<file path="src/sv/lpfp_pkg.sv">
// Shared types and constants for the length-prefixed frame parser.
// No dependencies; imported by the parser modules, the checker and the testbench.
`timescale 1ns / 1ps
`default_nettype none

package lpfp_pkg;

  typedef enum logic [1:0] {
    PH_HEADER,
    PH_LENGTH,
    PH_PAYLOAD,
    PH_DONE
  } phase_t;

  localparam logic [2:0] KIND_IGNORED    = 3'd0;
  localparam logic [2:0] KIND_HEADER     = 3'd1;
  localparam logic [2:0] KIND_HEADER_END = 3'd2;
  localparam logic [2:0] KIND_LEN_DIGIT  = 3'd3;
  localparam logic [2:0] KIND_LEN_END    = 3'd4;
  localparam logic [2:0] KIND_PAYLOAD    = 3'd5;
  localparam logic [2:0] KIND_FIELD_SEP  = 3'd6;
  localparam logic [2:0] KIND_STRAY      = 3'd7;

  localparam logic [7:0] ASCII_ZERO      = 8'h30;
  localparam logic [7:0] ASCII_NINE      = 8'h39;
  localparam logic [7:0] FIELD_MAX       = 8'd255;
  localparam logic [7:0] SEPARATOR_RESET = 8'd124;
  localparam logic [7:0] FIELD_LIM_RESET = 8'd0;

  localparam int unsigned ADDR_BITS = 3;
  localparam logic        REG_SEPARATOR   = 1'b0;
  localparam logic        REG_FIELD_LIMIT = 1'b1;

  typedef struct packed {
    logic [7:0] separator;
    logic [7:0] field_limit;
  } cfg_t;

  typedef struct packed {
    logic [7:0] out_byte;
    logic [2:0] kind;
    logic [7:0] field_index;
    logic       packet_done;
    logic       length_error;
  } result_t;

endpackage

`default_nettype wire

</file>
<file path="src/sv/lpfp_if.sv">
// Stream channel interfaces for the frame parser: input bytes and tagged results.
// Standalone; valid/ready handshake with source and sink modports.
`timescale 1ns / 1ps
`default_nettype none

interface lpfp_item_if;
  logic       valid;
  logic       ready;
  logic [7:0] data_byte;
  logic       restart;
  modport source (output valid, data_byte, restart, input ready);
  modport sink   (input valid, data_byte, restart, output ready);
endinterface

interface lpfp_result_if;
  logic       valid;
  logic       ready;
  logic [7:0] out_byte;
  logic [2:0] kind;
  logic [7:0] field_index;
  logic       packet_done;
  logic       length_error;
  modport source (output valid, out_byte, kind, field_index, packet_done, length_error,
                  input ready);
  modport sink   (input valid, out_byte, kind, field_index, packet_done, length_error,
                  output ready);
endinterface

`default_nettype wire

</file>
<file path="src/sv/length_prefixed_frame_parser_unit.sv">
// Top level of the length-prefixed frame parser: input register, frame core,
// result register and configuration port. Depends on lpfp_pkg, lpfp_if,
// lpfp_cfg_regs and lpfp_frame_core.
//
// The parser takes one byte per transaction and returns exactly one tagged
// result transaction per byte, in order. Each byte is held in an input
// register, classified combinationally by the frame state machine, and
// the tagged result is held in an output register until the sink takes it.
// Throughput is one byte per clock while the sink does not stall: the
// frame state is updated as each byte moves from the input register to
// the result register, so consecutive bytes follow one another with no
// gap. Each byte passes through the input register and then the result
// register before its result is presented. The frame state (phase, length
// accumulator, payload countdown, field counter, error flag) is the only
// loop. The separator and field limit registers sit on the APB-style port
// at byte addresses 0 and 4; write them only while no transaction is in
// flight. LENGTH_BITS sets the largest accepted payload length,
// 2^LENGTH_BITS-1.
`timescale 1ns / 1ps
`default_nettype none

module length_prefixed_frame_parser_unit
  import lpfp_pkg::*;
#(
  parameter int unsigned LENGTH_BITS = 16
) (
  input  wire logic                 clk,
  input  wire logic                 rst,
  lpfp_item_if.sink                 item,
  lpfp_result_if.source             result,
  input  wire logic                 psel,
  input  wire logic                 penable,
  input  wire logic                 pwrite,
  input  wire logic [ADDR_BITS-1:0] paddr,
  input  wire logic [31:0]          pwdata,
  output logic      [31:0]          prdata,
  output logic                      pready
);

  cfg_t       cfg;

  // Input register
  logic       in_valid;
  logic [7:0] in_byte;
  logic       in_restart;

  // Result register
  logic       res_valid;
  result_t    res_reg;
  result_t    res_next;

  logic       out_free;
  logic       step;

  // Result register is free when empty or being drained this cycle.
  assign out_free   = !res_valid || result.ready;
  // Advance the held byte through the core whenever there is room downstream.
  assign step       = in_valid && out_free;
  assign item.ready = !in_valid || out_free;

  lpfp_cfg_regs u_cfg (
    .clk     (clk),
    .rst     (rst),
    .psel    (psel),
    .penable (penable),
    .pwrite  (pwrite),
    .paddr   (paddr),
    .pwdata  (pwdata),
    .prdata  (prdata),
    .pready  (pready),
    .cfg     (cfg)
  );

  lpfp_frame_core #(
    .LENGTH_BITS (LENGTH_BITS)
  ) u_core (
    .clk       (clk),
    .rst       (rst),
    .step      (step),
    .data_byte (in_byte),
    .restart   (in_restart),
    .cfg       (cfg),
    .res       (res_next)
  );

  // Capture a new byte whenever the input side is ready; otherwise hold.
  always_ff @(posedge clk) begin
    if (rst) begin
      in_valid <= 1'b0;
    end else if (item.ready) begin
      in_valid <= item.valid;
    end
  end

  always_ff @(posedge clk) begin
    if (item.ready && item.valid) begin
      in_byte    <= item.data_byte;
      in_restart <= item.restart;
    end
  end

  // Load the result on each step; drop valid once the sink takes it.
  always_ff @(posedge clk) begin
    if (rst) begin
      res_valid <= 1'b0;
    end else if (step) begin
      res_valid <= 1'b1;
    end else if (result.ready) begin
      res_valid <= 1'b0;
    end
  end

  always_ff @(posedge clk) begin
    if (step) begin
      res_reg <= res_next;
    end
  end

  assign result.valid        = res_valid;
  assign result.out_byte     = res_reg.out_byte;
  assign result.kind         = res_reg.kind;
  assign result.field_index  = res_reg.field_index;
  assign result.packet_done  = res_reg.packet_done;
  assign result.length_error = res_reg.length_error;

endmodule

`default_nettype wire

</file>
<file path="src/sv/lpfp_cfg_regs.sv">
// APB-style register block: separator and field limit.
// Depends on lpfp_pkg.
`timescale 1ns / 1ps
`default_nettype none

module lpfp_cfg_regs
  import lpfp_pkg::*;
(
  input  wire logic                 clk,
  input  wire logic                 rst,
  input  wire logic                 psel,
  input  wire logic                 penable,
  input  wire logic                 pwrite,
  input  wire logic [ADDR_BITS-1:0] paddr,
  input  wire logic [31:0]          pwdata,
  output logic      [31:0]          prdata,
  output logic                      pready,
  output cfg_t                      cfg
);

  logic       wr_en;
  logic       reg_sel;
  logic [7:0] rd_val;

  assign pready  = 1'b1;
  assign wr_en   = psel && penable && pwrite;
  assign reg_sel = paddr[2];

  always_ff @(posedge clk) begin
    if (rst) begin
      cfg.separator   <= SEPARATOR_RESET;
      cfg.field_limit <= FIELD_LIM_RESET;
    end else if (wr_en) begin
      unique case (reg_sel)
        REG_SEPARATOR:   cfg.separator   <= pwdata[7:0];
        REG_FIELD_LIMIT: cfg.field_limit <= pwdata[7:0];
        default:         ;
      endcase
    end
  end

  always_comb begin
    unique case (reg_sel)
      REG_SEPARATOR:   rd_val = cfg.separator;
      REG_FIELD_LIMIT: rd_val = cfg.field_limit;
      default:         rd_val = '0;
    endcase
    prdata = {24'd0, rd_val};
  end

endmodule

`default_nettype wire

</file>
<file path="src/sv/lpfp_frame_core.sv">
// Frame state machine: classifies one byte per step and updates frame state.
// Depends on lpfp_pkg.
`timescale 1ns / 1ps
`default_nettype none

module lpfp_frame_core
  import lpfp_pkg::*;
#(
  parameter int unsigned LENGTH_BITS = 16
) (
  input  wire logic       clk,
  input  wire logic       rst,
  input  wire logic       step,
  input  wire logic [7:0] data_byte,
  input  wire logic       restart,
  input  wire cfg_t       cfg,
  output result_t         res
);

  localparam int unsigned PROD_BITS = LENGTH_BITS + 4;

  phase_t                 phase, phase_next;
  logic                   header_started, header_started_next;
  logic [LENGTH_BITS-1:0] length_accum, length_accum_next;
  logic [LENGTH_BITS-1:0] remaining, remaining_next;
  logic [7:0]             field_count, field_count_next;
  logic                   error_flag, error_flag_next;

  logic                   is_sep;
  logic                   is_digit;
  logic [PROD_BITS-1:0]   accum_x10;
  logic                   too_long;
  logic                   split;
  logic [LENGTH_BITS-1:0] remaining_dec;
  logic                   length_zero;

  assign is_sep   = (data_byte == cfg.separator);
  assign is_digit = (data_byte >= ASCII_ZERO) && (data_byte <= ASCII_NINE);
  // accum*10 + digit as two shifts and two adds
  assign accum_x10 = {1'b0, length_accum, 3'b000} + {3'b000, length_accum, 1'b0}
                   + {{(PROD_BITS-4){1'b0}}, data_byte[3:0]};
  assign too_long  = |accum_x10[PROD_BITS-1:LENGTH_BITS];
  assign length_zero = (length_accum == '0);

  assign split = is_sep && ((cfg.field_limit == 8'd0) ||
                 ((cfg.field_limit >= 8'd2) && (field_count < cfg.field_limit - 8'd1)));
  assign remaining_dec = remaining - {{(LENGTH_BITS-1){1'b0}}, (remaining != '0)};

  // Next state
  always_comb begin
    phase_next          = phase;
    header_started_next = header_started;
    length_accum_next   = length_accum;
    remaining_next      = remaining;
    field_count_next    = field_count;
    error_flag_next     = error_flag;
    if (restart) begin
      phase_next          = PH_HEADER;
      header_started_next = 1'b0;
      length_accum_next   = '0;
      remaining_next      = '0;
      field_count_next    = '0;
      error_flag_next     = 1'b0;
    end else begin
      unique case (phase)
        PH_HEADER: begin
          if (!is_sep) begin
            header_started_next = 1'b1;
          end else if (header_started) begin
            phase_next        = PH_LENGTH;
            length_accum_next = '0;
          end
        end
        PH_LENGTH: begin
          if (is_sep) begin
            if (error_flag || length_zero) begin
              phase_next = PH_DONE;
            end else begin
              remaining_next   = length_accum;
              field_count_next = '0;
              phase_next       = PH_PAYLOAD;
            end
          end else if (!error_flag) begin
            if (!is_digit || too_long) begin
              error_flag_next = 1'b1;
            end else begin
              length_accum_next = accum_x10[LENGTH_BITS-1:0];
            end
          end
        end
        PH_PAYLOAD: begin
          if (split && (field_count != FIELD_MAX)) begin
            field_count_next = field_count + 8'd1;
          end
          remaining_next = remaining_dec;
          if (remaining_dec == '0) begin
            phase_next = PH_DONE;
          end
        end
        PH_DONE: ;
        default: ;
      endcase
    end
  end

  // Outputs
  always_comb begin
    res.out_byte     = data_byte;
    res.kind         = KIND_IGNORED;
    res.field_index  = '0;
    res.packet_done  = 1'b0;
    res.length_error = error_flag_next;
    if (!restart) begin
      unique case (phase)
        PH_HEADER: begin
          if (!is_sep) begin
            res.kind = KIND_HEADER;
          end else if (header_started) begin
            res.kind = KIND_HEADER_END;
          end
        end
        PH_LENGTH: begin
          if (is_sep) begin
            res.kind        = KIND_LEN_END;
            res.packet_done = !error_flag && length_zero;
          end else begin
            res.kind = KIND_LEN_DIGIT;
          end
        end
        PH_PAYLOAD: begin
          res.kind        = split ? KIND_FIELD_SEP : KIND_PAYLOAD;
          res.field_index = field_count;
          res.packet_done = (remaining_dec == '0);
        end
        PH_DONE: res.kind = KIND_STRAY;
        default: ;
      endcase
    end
  end

  always_ff @(posedge clk) begin
    if (rst) begin
      phase          <= PH_HEADER;
      header_started <= 1'b0;
      length_accum   <= '0;
      remaining      <= '0;
      field_count    <= '0;
      error_flag     <= 1'b0;
    end else if (step) begin
      phase          <= phase_next;
      header_started <= header_started_next;
      length_accum   <= length_accum_next;
      remaining      <= remaining_next;
      field_count    <= field_count_next;
      error_flag     <= error_flag_next;
    end
  end

endmodule

`default_nettype wire

</file>
<file path="src/flat_wrapper.sv">
// flat-port wrapper written by rule: the top's interface ports become plain ports
module length_prefixed_frame_parser_unit_flat import lpfp_pkg::*;
#(
  parameter int unsigned LENGTH_BITS = 16
)
  (clk, rst, psel, penable, pwrite, paddr, pwdata, prdata, pready, item_valid, item_data_byte, item_restart, item_ready, result_valid, result_out_byte, result_kind, result_field_index, result_packet_done, result_length_error, result_ready);
  lpfp_item_if item_i ();
  lpfp_result_if result_i ();
  input  wire logic clk;
  input  wire logic rst;
  input  wire logic psel;
  input  wire logic penable;
  input  wire logic pwrite;
  input  wire logic [ADDR_BITS-1:0] paddr;
  input  wire logic [31:0] pwdata;
  output logic      [31:0] prdata;
  output logic pready;
  input wire logic [$bits(item_i.valid)-1:0] item_valid;
  input wire logic [$bits(item_i.data_byte)-1:0] item_data_byte;
  input wire logic [$bits(item_i.restart)-1:0] item_restart;
  output wire logic [$bits(item_i.ready)-1:0] item_ready;
  output wire logic [$bits(result_i.valid)-1:0] result_valid;
  output wire logic [$bits(result_i.out_byte)-1:0] result_out_byte;
  output wire logic [$bits(result_i.kind)-1:0] result_kind;
  output wire logic [$bits(result_i.field_index)-1:0] result_field_index;
  output wire logic [$bits(result_i.packet_done)-1:0] result_packet_done;
  output wire logic [$bits(result_i.length_error)-1:0] result_length_error;
  input wire logic [$bits(result_i.ready)-1:0] result_ready;
  assign item_i.valid = item_valid;
  assign item_i.data_byte = item_data_byte;
  assign item_i.restart = item_restart;
  assign item_ready = item_i.ready;
  assign result_valid = result_i.valid;
  assign result_out_byte = result_i.out_byte;
  assign result_kind = result_i.kind;
  assign result_field_index = result_i.field_index;
  assign result_packet_done = result_i.packet_done;
  assign result_length_error = result_i.length_error;
  assign result_i.ready = result_ready;
  length_prefixed_frame_parser_unit #(.LENGTH_BITS(LENGTH_BITS)) u_core (.clk(clk), .rst(rst), .item(item_i), .result(result_i), .psel(psel), .penable(penable), .pwrite(pwrite), .paddr(paddr), .pwdata(pwdata), .prdata(prdata), .pready(pready));
endmodule
</file>
<file path="config.mk">
export PLATFORM = sky130hd
export DESIGN_NAME = length_prefixed_frame_parser_unit_flat
export DESIGN_NICKNAME = d
export VERILOG_FILES = /design/src/sv/lpfp_pkg.sv /design/src/sv/lpfp_if.sv /design/src/sv/length_prefixed_frame_parser_unit.sv /design/src/sv/lpfp_cfg_regs.sv /design/src/sv/lpfp_frame_core.sv /design/src/flat_wrapper.sv
export SDC_FILE = /design/constraint.sdc
export NUM_CORES = 1
export LEC_CHECK = 0
export BUFFER_PORTS_ARGS = -buffer_cell sky130_fd_sc_hd__buf_2
export CAP_MARGIN = 10
export CORE_MARGIN = 2
export CORE_UTILIZATION = 57
export DETAILED_ROUTE_END_ITERATION = 10
export GPL_TIMING_DRIVEN = 0
export PLACE_DENSITY = 0.81
export SLEW_MARGIN = 40
export SYNTH_ARGS = -nofsm -noshare
export SYNTH_HDL_FRONTEND = slang
export SYNTH_HIERARCHICAL = 1
export SYNTH_SLANG_ARGS = --single-unit
</file>
<file path="constraint.sdc">
create_clock -name clk -period 4.2 [get_ports clk]
set_input_delay 0.42 -clock clk [delete_from_list [all_inputs] [get_ports clk]]
set_output_delay 0.42 -clock clk [all_outputs]
set_load 0.005 [all_outputs]
</file>
# After elaboration in Yosys (flattened, before gate mapping)
# Cells that the tools add are included.
[op_classes]
n_addsub = 5
mul = 0
div = 0
order_cmp = 4
n_eq_ne = 15
shifts = 0
muxes = 41
n_bitwise = 2
n_reduce_logical = 37
[op_table]
columns = ["op", "n"]
rows = [
  ["2-to-1 mux 16 bit", 9],
  ["case mux 16 bit (2 select lines)", 2],
  ["logical NOT 16 bit", 2],
  ["2-to-1 mux 8 bit", 4],
  ["case mux 8 bit (2 select lines)", 2],
  ["inequality test 3 x 2 -> 1 bit (second input constant)", 9],
  ["adder 19 x 17 -> 20 bit", 1],
  ["adder 20 x 4 -> 20 bit", 1],
  ["2-to-1 mux 2 bit", 8],
  ["nonzero test 16 bit", 1],
  ["subtractor 16 x 1 -> 16 bit", 1],
  ["2-to-1 mux 1 bit", 12],
  ["case mux 3 bit (4 select lines)", 1],
  ["logical AND 1 bit", 9],
  ["adder 8 x 1 -> 8 bit (second input constant)", 1],
  ["== test 8 bit", 1],
  [">= comparator 8 x 2 -> 1 bit (second input constant)", 1],
  [">= comparator 8 x 6 -> 1 bit (second input constant)", 1],
  ["less-or-equal comparator 8 x 6 -> 1 bit (second input constant)", 1],
  ["logical NOT 8 bit", 1],
  ["less-than comparator 8 bit", 1],
  ["inequality test 8 bit (second input constant)", 1],
  ["subtractor 8 x 1 -> 8 bit (second input constant)", 1],
  ["AND reduction 7 bit", 1],
  ["20 further kinds", 32],
]
[totals]
register_bits = 92
latchBits = 0
ram_bits = 0
mem_bits_ro = 0
memories = 0

# Depth between registers and ports, before layout
[logic_depth]
depth_word = 9
ltp_mapped = 15
ltp_nobuf = 14

# Modules after synthesis
# The synthesis kept the hierarchy.
[by_module_without_submodules]
columns = ["module", "instances", "cells_each", "area_each_um2", "seq_area_each_um2"]
rows = [
  ["lpfp_frame_core", 1, 550, 4325.4, 880.8],
  ["length_prefixed_frame_parser_unit", 1, 40, 1004.7, 940.9],
  ["lpfp_cfg_regs", 1, 105, 996.0, 320.3],
]

# Least setup slack after synthesis
# Ideal clock, no wire load.
[synth_timing]
kind = "register -> register"
from = "register u_core.u_core.remaining[8]"
to = "register u_core.u_core.phase[1]"
setup_ps = 70
arrival_ps = 3715
slack_ps = 415
stages_incl_launch_ff = 16
path_buffers = 1
path_cell_list = "dfxtp_1 > clkbuf_1 > or4_1 > or3_1 > nor2_1 > nand4_1 > ha_1 > ha_1 > or3b_2 > nand2_1 > a211oi_1 > o211ai_2 > nor4_2 > a2bb2oi_2 > mux2_1 > a21oi_1"
[synth_via]
elab_chain_len = 5
[synth_lines]
columns = ["item", "line_no", "rtl"]
rows = [
  ["start, declared", "lpfp_frame_core.sv:25", "logic [LENGTH_BITS-1:0] remaining, remaining_next;"],
  ["start signal, assigned", "lpfp_frame_core.sv:153", "remaining <= remaining_next;"],
  ["nonzero test 16 bit", "lpfp_frame_core.sv:47", "assign remaining_dec = remaining - {{(LENGTH_BITS-1){1'b0}}, (remaining != '0)};"],
  ["subtractor 16 x 1 -> 16 bit *", "lpfp_frame_core.sv:47", ""],
  ["logical NOT 16 bit *", "lpfp_frame_core.sv:96", "if (remaining_dec == '0) begin"],
  ["inequality test 3 x 2 -> 1 bit (no source line) *", "--", ""],
  ["AND reduction 6 bit (no source line) *", "--", ""],
  ["end signal, assigned", "lpfp_frame_core.sv:150", "phase <= phase_next;"],
  ["end, declared", "lpfp_frame_core.sv:22", "phase_t phase, phase_next;"],
]
# Mark *: on every way between the ends. The rest lies on a longest branch, timed or not.
# A chain may end at the register's enable or synchronous reset.

# Worst setup path after layout
[layout_timing]
from = "register u_core.u_core.remaining[4]"
to = "register u_core.u_core.phase[1]"
# The elaborated chain is that of the path after synthesis.

==> reports/results.ini <==
[sta]
worst_hold_slack_ps=220.7
finalCriticalPeriod_ps=4021
worstMarginPinSlew_ps=738.0
fin_crit_sh_pct=95.74
setup_ws_ps=179.0
setup_violations=0
relSlewSlack_pct=50.62
hold_viol=0
slew_viol_final=0
max_freq_ghz=0.2487
setup_tns_ps=0
skew_ps=16.02

[logic_synthesis]
syn_area_um2=6326
yosysUniqueCellTypes=77
postSynthAreaPerCell_um2=9.102
async_reset_ff_share_pct=0
ys.warnings.count=6
ys_seq_area_share_pct=33.86
synth_ff_type=dfxtp_1
netlist_instances=695
ys_ff_latch=92
synth_area_leaders=dfxtp_1 (20%), edfxtp_1 (14%), ha_1 (9.3%)
synth_edf_count=30
yosysTopAreaCell=dfxtp_1
synth_top_area_share_pct=19.62

[setup_path]
worstSetupStartpointType=register
r2r_cells=15
ff2ff_setup_slack_ps=180
critical_path_class=register to register
crit_path_end_kind=register
regToRegEndpoint=u_core/u_core/phase[1]
worst_ep_required_time_ps=4500
worst-path-max-fanout=8
reg2reg_from=u_core/u_core/remaining[4]
worstPathArrival_ps=4320

[layout]
drive_above_1_share_pct=20.89
nNetsFinal=885
seq_area_um2=2145
diodes=0
multiInputGateArea_um2=3744
final_core_util_pct=65.51
final_cell_mix=buf_2 (62), dfxtp_1 (60), nor2_1 (57), a21oi_1 (47), ha_1 (45)
final_common_cell=buf_2
area_delta_synth_final_pct=12.26
n_fill_cell=903

[grt]
gr-total-overflow=0
grt_max_degree=26
grt_pass1_vias=5098
grt_pass1_wl_um=24580
grt_usage_pct=25.90
antenna_found_initial=0

[hold_path]
holdPathStages=1
min_path_type=input pin to register
min_to=u_core/in_byte[7]
hold_start=item_data_byte[7]

[routing]
first_pass_iters=5
drt_iter0_drc=392
drc_errors=0
ant_nets=0
routed.top_layer=met4
vias=5379
viasPerCell=5.784
wl_per_cell_um=16.45
met2_length_um=7363
met1Wirelength_um=6862
wirelength_um=15300
wl_met3_um=850

[cts]
cts-htree-levels=3
cts_tree=yes
clockRootBuffer=clkbuf_8
clock_latency_ps=370
cts_made_buffers=9
clkSinkCount=92
clock_path_buffers=2
hold_buffers=0
clk_pin_slew_ps=100

[job]
max_cap_viol_count=0

[placement]
gp_congestion=0.9631
dpl.hpwl_um=11720
placement.io_buffers=55
place_worst_setup_slack_ps=-162.8

[power_and_ir_drop]
p_leak_nw=3.011
intPower_mw=1.252
p_comb_share_pct=10.5
p_sw_mw=0.4327
ir_drop_uv=242.2
power_density_nw_per_um2=237.2
share_seq_of_total_power_pct=56.6
switching_share_pct=25.68
p_clk_share_pct=32.8

[run_status]
status=completed

[floorplanning]
dieHeight_um=109.4
ios=107
die_x_um=109.4
dieArea_um2=11960
initial_core_util_pct=58.36
design.core.area_um2=10840
num_rows=38

## state kept, by name, indices dropped and copies added (netlist names), 2 cells and up
signal	flops
u_core/u_cfg/cfg	16
u_core/result.field_index	8
u_core/result.out_byte	8
u_core/in_byte	8
u_core/u_core/phase	2
u_core/u_core/field_count	8
u_core/result.kind	3
u_core/u_core/remaining	16
u_core/u_core/length_accum	16
## logic make-up after synthesis
kind of cell	Yosys count	share of synthesized area [%]
multiplexers	29	4.786
flip-flops	92	33.86
AO/OA/AOI/OAI	155	17.50
buffers and inverters	107	9.098
XOR/XNOR	41	5.795
adder cells (fa/ha/maj)	49	9.929
other	2	0.1187
AND/OR/NAND/NOR	220	18.91
## through the flow
step                power [mW]  std cells  area, µm²
global placement         1.141        913       6863
CTS                      1.692        930       7073
finish                   1.685        930       7102
floorplan                1.091        718       6412
global route             1.744        930       7102
detailed placement       1.148        913       6869
## cell usage after synthesis, drive strengths merged, types with 19 or more instances
cell type  instances
a21oi             50
nor2              58
inv               40
dfxtp             62
edfxtp            30
clkbuf            20
nand2b            24
o21ai             27
xnor2             23
nand2             35
mux2i             19
ha                47
buf               46
## worst max-delay path by stage
stage                                           from                endpoint  slack, ps
after floorplan           u_core/u_core/remaining[8]  u_core/u_core/phase[1]        410
after global placement    u_core/u_core/remaining[8]  u_core/u_core/phase[1]       -110
after detailed placement  u_core/u_core/remaining[8]  u_core/u_core/phase[1]       -160
after CTS                 u_core/u_core/remaining[8]  u_core/u_core/phase[1]         20
after global routing      u_core/u_core/remaining[4]  u_core/u_core/phase[1]         -3
final                     u_core/u_core/remaining[4]  u_core/u_core/phase[1]        180
## cell type report
cell class / count / area share (%)
tap: 140 / 2.467
timing repair buffer: 57 / 4.087
multi-input combinational: 519 / 52.71
clock inverter: 5 / 0.4933
inverter: 41 / 2.167
buffer: 65 / 5.884
sequential: 92 / 30.20
clock buffer: 11 / 1.991
## worst max-delay path: stages, from the launching register on
cell and delay (ps):
dfxtp_2 370, or4_1 510, buf_2 180, or3_4 400
nor2_4 120, nand4_1 110, ha_2 210, ha_2 220
or3b_4 290, nor3_1 70, xnor2_1 250, nand4_1 180
nor4_4 380, a2bb2oi_2 190, mux2_1 330, a21oi_1 130
## metal layers
| metal | up-vias | global-route usage, % |
|---|---|---|
| met2 | 201 | 43.34 |
| met4 | 0 | 6.872 |
| met5 | - | 0 |
| met1 | 2517 | 34.64 |
| met3 | 28 | 4.505 |
| li1 | 2633 | - |
## power by group through the flow
stage          registers, mW  logic (mW)  clock network, mW
2_1_floorplan          0.971       0.119                  0
3_3_place_gp           0.973       0.168                  0
3_5_place_dp           0.975       0.174                  0
4_1_cts                0.954       0.175              0.563
5_1_grt                0.957       0.195              0.593
6_report               0.954       0.177              0.553
## timing repair
item,4_1_cts,5_1_grt
gates cloned,0,0
pin swaps,1,4
buffers inserted,1,1
endpoints found under the setup margin,2,2
resized for setup,5,6
No activity file was read; power rests on OpenSTA's default activity.
